[src/aigsim_pkg.sv]
// shared types, constants and controller commands for the aig simulation core
package aigsim_pkg;

  localparam int MAX_NODES    = 4096;
  localparam int PATTERN_BITS = 64;
  localparam int IDX_W        = $clog2(MAX_NODES);
  localparam int CNT_W        = $clog2(MAX_NODES + 1);
  localparam int SIZE_W       = 13;

  localparam logic [SIZE_W-1:0] SIZE_SAT = {SIZE_W{1'b1}};
  localparam logic [CNT_W-1:0]  CNT_FULL = CNT_W'(MAX_NODES);

  typedef enum logic [1:0] {
    REQ_CONST  = 2'd0,
    REQ_INPUT  = 2'd1,
    REQ_AND    = 2'd2,
    REQ_REPORT = 2'd3
  } req_type_t;

  typedef struct packed {
    req_type_t         req_type;
    logic [11:0]       node_index;
    logic [11:0]       first_fanin;
    logic [11:0]       second_fanin;
    logic              first_inverted;
    logic              second_inverted;
    logic [63:0]       random_pattern;
  } in_word_t;

  typedef struct packed {
    logic [63:0]       sim_pattern;
    logic [11:0]       class_slot;
    logic              opened_class;
    logic [12:0]       nontrivial_classes;
    logic [12:0]       class_total;
    logic [12:0]       members_in_nontrivial;
  } out_word_t;

  typedef enum logic [3:0] {
    ST_IDLE,
    ST_RD_A,
    ST_RD_B,
    ST_RD_WAIT,
    ST_PWRITE,
    ST_SCAN,
    ST_HIT,
    ST_MISS,
    ST_REP,
    ST_DONE
  } state_t;

  typedef struct packed {
    logic latch;
    logic rd_second;
    logic capture_a;
    logic compute;
    logic pat_write;
    logic scan_start;
    logic scan_run;
    logic hit_capture;
    logic hit_write;
    logic open_class;
    logic rep_acc;
  } dp_cmd_t;

  typedef struct packed {
    logic count_zero;
    logic match;
    logic last;
  } dp_status_t;

endpackage

[src/aigsim_ctrl.sv]
// controller state machine sequencing simulation, class search and report
module aigsim_ctrl (
  input  logic                    clk,
  input  logic                    rst_n,
  input  logic                    start,
  input  aigsim_pkg::req_type_t   req_type,
  input  aigsim_pkg::dp_status_t  status,
  output aigsim_pkg::dp_cmd_t     cmd,
  output logic                    busy,
  output logic                    out_valid
);
  import aigsim_pkg::*;

  state_t state_r, state_nxt;

  always_ff @(posedge clk) begin
    if (!rst_n) begin
      state_r <= ST_IDLE;
    end else begin
      state_r <= state_nxt;
    end
  end

  always_comb begin
    state_nxt = state_r;
    case (state_r)
      ST_IDLE: begin
        if (start) begin
          case (req_type)
            REQ_AND:    state_nxt = ST_RD_A;
            REQ_REPORT: state_nxt = status.count_zero ? ST_DONE : ST_REP;
            default:    state_nxt = ST_PWRITE;
          endcase
        end
      end
      ST_RD_A:    state_nxt = ST_RD_B;
      ST_RD_B:    state_nxt = ST_RD_WAIT;
      ST_RD_WAIT: state_nxt = ST_PWRITE;
      ST_PWRITE:  state_nxt = status.count_zero ? ST_MISS : ST_SCAN;
      ST_SCAN: begin
        if (status.match) begin
          state_nxt = ST_HIT;
        end else if (status.last) begin
          state_nxt = ST_MISS;
        end
      end
      ST_HIT:  state_nxt = ST_DONE;
      ST_MISS: state_nxt = ST_DONE;
      ST_REP: begin
        if (status.last) begin
          state_nxt = ST_DONE;
        end
      end
      ST_DONE: state_nxt = ST_IDLE;
      default: state_nxt = ST_IDLE;
    endcase
  end

  always_comb begin
    cmd       = '0;
    busy      = 1'b1;
    out_valid = 1'b0;
    case (state_r)
      ST_IDLE: begin
        busy           = 1'b0;
        cmd.latch      = start;
        cmd.scan_start = start;
      end
      ST_RD_A: cmd.rd_second = 1'b0;
      ST_RD_B: begin
        cmd.rd_second = 1'b1;
        cmd.capture_a = 1'b1;
      end
      ST_RD_WAIT: cmd.compute = 1'b1;
      ST_PWRITE: begin
        cmd.pat_write  = 1'b1;
        cmd.scan_start = 1'b1;
      end
      ST_SCAN: begin
        cmd.scan_run    = 1'b1;
        cmd.hit_capture = status.match;
      end
      ST_HIT:  cmd.hit_write  = 1'b1;
      ST_MISS: cmd.open_class = 1'b1;
      ST_REP: begin
        cmd.scan_run = 1'b1;
        cmd.rep_acc  = 1'b1;
      end
      ST_DONE: out_valid = 1'b1;
      default: busy = 1'b1;
    endcase
  end

endmodule

[config.mk]
export PLATFORM = sky130hd
export DESIGN_NAME = aigsim_ctrl
export DESIGN_NICKNAME = d
export VERILOG_FILES = /design/src/aigsim_pkg.sv /design/src/aigsim_ctrl.sv
export SDC_FILE = /design/constraint.sdc
export NUM_CORES = 1
export LEC_CHECK = 0
export BUFFER_PORTS_ARGS = -buffer_cell sky130_fd_sc_hd__buf_2
export CAP_MARGIN = 20
export CORE_AREA = 2 2 39 41
export DETAILED_ROUTE_END_ITERATION = 10
export DIE_AREA = 0 0 41 43
export SYNTH_ARGS = -nofsm -noshare
export SYNTH_HDL_FRONTEND = slang
export SYNTH_SLANG_ARGS = --single-unit
[constraint.sdc]
create_clock -name clk -period 1.35 [get_ports clk]
set_input_delay 0.135 -clock clk [delete_from_list [all_inputs] [get_ports clk]]
set_output_delay 0.135 -clock clk [all_outputs]
set_load 0.05 [all_outputs]
# Word level (Yosys, flattened, before mapping)
# Index checks and enable logic that the tools add are counted.
[totals]
out_inout_bits = 13
wordCells = 39
register_bits = 4
inputBits = 8
[op_classes]
eq_ne = 14
reduce_logical = 4
n_mux = 20
[ops]
columns = ["op", "count"]
rows = [
  ["$pmux W4 S8", 1],
  ["$eq A4 B3 Y1 const B", 4],
  ["$mux W4", 4],
  ["$mux W1", 12],
  ["$eq A4 B2 Y1 const B", 2],
  ["$eq A4 B4 Y1 const B", 2],
  ["$pmux W4 S2", 1],
  ["$eq A2 B2 Y1 const B", 2],
  ["$eq A4 B1 Y1 const B", 1],
  ["$logic_not A4 Y1", 1],
  ["$ne A2 B2 Y1 const B", 2],
  ["$reduce_or A2 Y1", 2],
  ["$ne A3 B3 Y1 const B", 1],
  ["$reduce_and A3 Y1", 1],
  ["$mux W2", 1],
  ["$pmux W1 S2", 1],
]

# Logic depth before layout (Yosys ltp)
[logic_depth]
word_depth = 4
mapped_depth = 6
ltp_nobuf = 4

# Least setup slack after synthesis
# Ideal clock, no wire load.
[synth_path]
path_type = "register -> output"
startpoint = "reg state_r[1]"
endpoint = "out cmd[5] (netlist bit)"
path_buffers = 2
path_slack_ps = -945
t_arrival_ps = 2160
required_ps = 1215
path_stages_with_launch = 5
cell_sequence = "dfxtp_1 -> buf_2 -> buf_2 -> nor3_1 -> or2_2"
[synth_lines]
columns = ["item", "line_no", "rtl"]
rows = [
  ["start, declared", "aigsim_ctrl.sv:14", "state_t state_r, state_nxt;"],
  ["start signal, assigned", "aigsim_ctrl.sv:20", "state_r <= state_nxt;"],
  ["end, declared", "aigsim_ctrl.sv:8", "output aigsim_pkg::dp_cmd_t cmd,"],
]

==> results.json <==
{
  "h-tree-depth": 1,
  "die-area_mm2": 0.00176,
  "final_cells": 116,
  "final_antenna_net_count": 0,
  "antenna_found_initial": 0,
  "detail_route.first_pass.iterations": 4,
  "r2r_setup_slack_ps": 20,
  "io_pins": 21,
  "crit_chain": "buf_12, inv_4, nand2_4, nor3_4, or2_4, buf_8",
  "fill_cells": 121,
  "area_growth_pct": 112,
  "fmaxAchievable_ghz": 0.704,
  "clk_pin_slew_ps": 40,
  "die_w_um": 41,
  "yosysTopAreaCellShare": 0.189,
  "cp_max_fo": 8,
  "n_antenna_cell": 0,
  "arrival_ps": 1290,
  "worstSetupPathType": "flop to output port",
  "path_delay_family": "simple AND/OR/NAND/NOR gates",
  "hold_end": "state_r[3]",
  "synth_cells": 67,
  "vias": 605,
  "port-buffer-count": 20,
  "via_per_inst": 5.22,
  "grt_usage": 0.179,
  "cp_num_buf_inv": 3,
  "slowest_delay_ps": 360,
  "rsz0062_at_grt": "yes",
  "r2r-start": "state_r[3]",
  "multi_input_area_um2": 419,
  "rows": 14,
  "wl_per_cell_um": 12.9,
  "cts_tree": "built",
  "place.gp.congestion": 0.806,
  "yosysSeqAreaShare": 0.189,
  "hold_class": "input port to flop",
  "setup_viol": 7,
  "regArea_um2": 90.1,
  "yosys-top-cells-area": "dfxtp_1, nor2_1, nand2_1, nand2b_1, a21oi_1",
  "fp.dieH_um": 43,
  "min_from": "rst_n",
  "reg2regPathDepth": 6,
  "drive_gt1_frac": 0.710,
  "grt_pass1_wl_um": 2190,
  "initial_utilization": 0.306,
  "startpoint_type": "flop",
  "grt_max_degree": 11,
  "drt_wl_total_um": 1490,
  "slowest_stage": "dfxtp_2",
  "largest_reg_flops": 4,
  "nets": 110,
  "core_area_mm2": 0.00138,
  "cts.sinks": 4,
  "fin_crit_ps": 1420,
  "r2r_end": "state_r[1]",
  "hpwl_um": 973,
  "syn_avg_cell_area_um2": 6.31,
  "insertion_delay_ps": 230,
  "regMostFlops": "state_r",
  "final-max-slew-violation-count": 0,
  "tightestPinTransition_ps": 458,
  "final_hold_viol_count": 0,
  "clockBufferDepth": 2,
  "synth_seq_cells": 4,
  "drt_iter0_drc": 8,
  "synth-edff-count": 0,
  "grt_overflow": 0,
  "netlist_area_um2": 423,
  "status": "complete, but fails checks",
  "postCtsHoldBufs": 0,
  "end_kind": "output port",
  "layout_setup_ws_ps": -70.8,
  "drv_cap": 0,
  "synthArstFlopShare": 0,
  "synth_warnings": 0,
  "place_inst": 109,
  "ys_types": 26,
  "crit_required_ps": 1220,
  "yosysTopAreaCell": "dfxtp_1",
  "clockRootBuffer": "clkbuf_4",
  "synthTopCellsByCount": "nor2_1, nand2_1, a21oi_1, buf_2, nand2b_1",
  "period_share": 1.05,
  "relSlewSlack": 0.687,
  "hold_depth": 3,
  "grt_pass1_vias": 548,
  "cts_buffers": 3,
  "skew_ps": 7.17,
  "synth_flop_cell": "dfxtp_1",
  "synthMostInstantiatedCell": "nor2_1",
  "drcViolationCount": 0,
  "top_regs": "state_r: 4 flops",
  "violations": "negative setup slack",
  "synth_fp_nets": 75
}
-- area by class of cell --
| cell class | instances | area share |
|---|---|---|
| clock buffers | 3 | 0.0251 |
| repair buffers | 37 | 0.375 |
| well taps | 16 | 0.0223 |
| multi-input cells | 54 | 0.467 |
| inverters | 2 | 0.0111 |
| flip-flops and latches | 4 | 0.100 |
-- routing by layer --
metal,up-vias,global-route usage,part of all wire
met5,-,0,0
met4,0,0.107,0.0094
met3,2,0.0157,0.053
met2,24,0.288,0.56
met1,282,0.215,0.38
li1,297,-,-
-- worst max path at each step --
stage / endpoint / slack [ps] / cells past startpoint / from
floorplan: cmd[5] / -170 / 5 / state_r[0]
global placement: state_r[0] / -50 / 4 / state_r[2]
detailed placement: state_r[1] / -50 / 6 / state_r[2]
CTS: cmd[5] / -70 / 5 / state_r[0]
global route: cmd[5] / -120 / 6 / state_r[0]
finish: cmd[5] / -70 / 6 / state_r[0]
-- tightest hold or removal path, cell delays in order --
cell	delay [ps]
buf_2	120
nand2_1	50
a21oi_1	30
-- placed cells by master, fill, tap and decap left out, drive strengths merged, types with 2 or more instances in the layout --
master | netlist | routed
o21ai | 2 | 2
or2 | 2 | 2
dfxtp | 4 | 4
nor3 | 3 | 3
clkbuf | 0 | 4
a21oi | 5 | 5
buf | 7 | 36
inv | 2 | 2
nand2b | 5 | 5
nand2 | 9 | 9
a211oi | 2 | 2
nor2 | 15 | 15
-- kinds of logic after synthesis --
family / after synthesis / synth area share
AO/OA/AOI/OAI: 13 / 0.219
buffers and inverters: 9 / 0.121
AND/OR/NAND/NOR: 41 / 0.470
flip-flops: 4 / 0.189
-- stage by stage --
stage	instance area, um^2	hold WS, ps	setup TNS, ps	util	setup slack, ps
CTS	822	140	-177	0.594	-67.8
detailed placement	662	397	-135	0.478	-46.4
global route	898	160	-700	0.649	-123
floorplan	488	251	-169	-	-169
global placement	662	398	-138	0.478	-53.1
finish	898	148	-218	0.649	-70.8
-- what timing repair did --
item / in CTS / in global routing
setup endpoints to repair: 16 / 15
pin swaps: 5 / 2
gates resized for setup: 38 / 18
setup buffers: 3 / 2
Power is not shown: default switching activity piles up to over one toggle a cycle in this logic, so the estimate is an artifact.
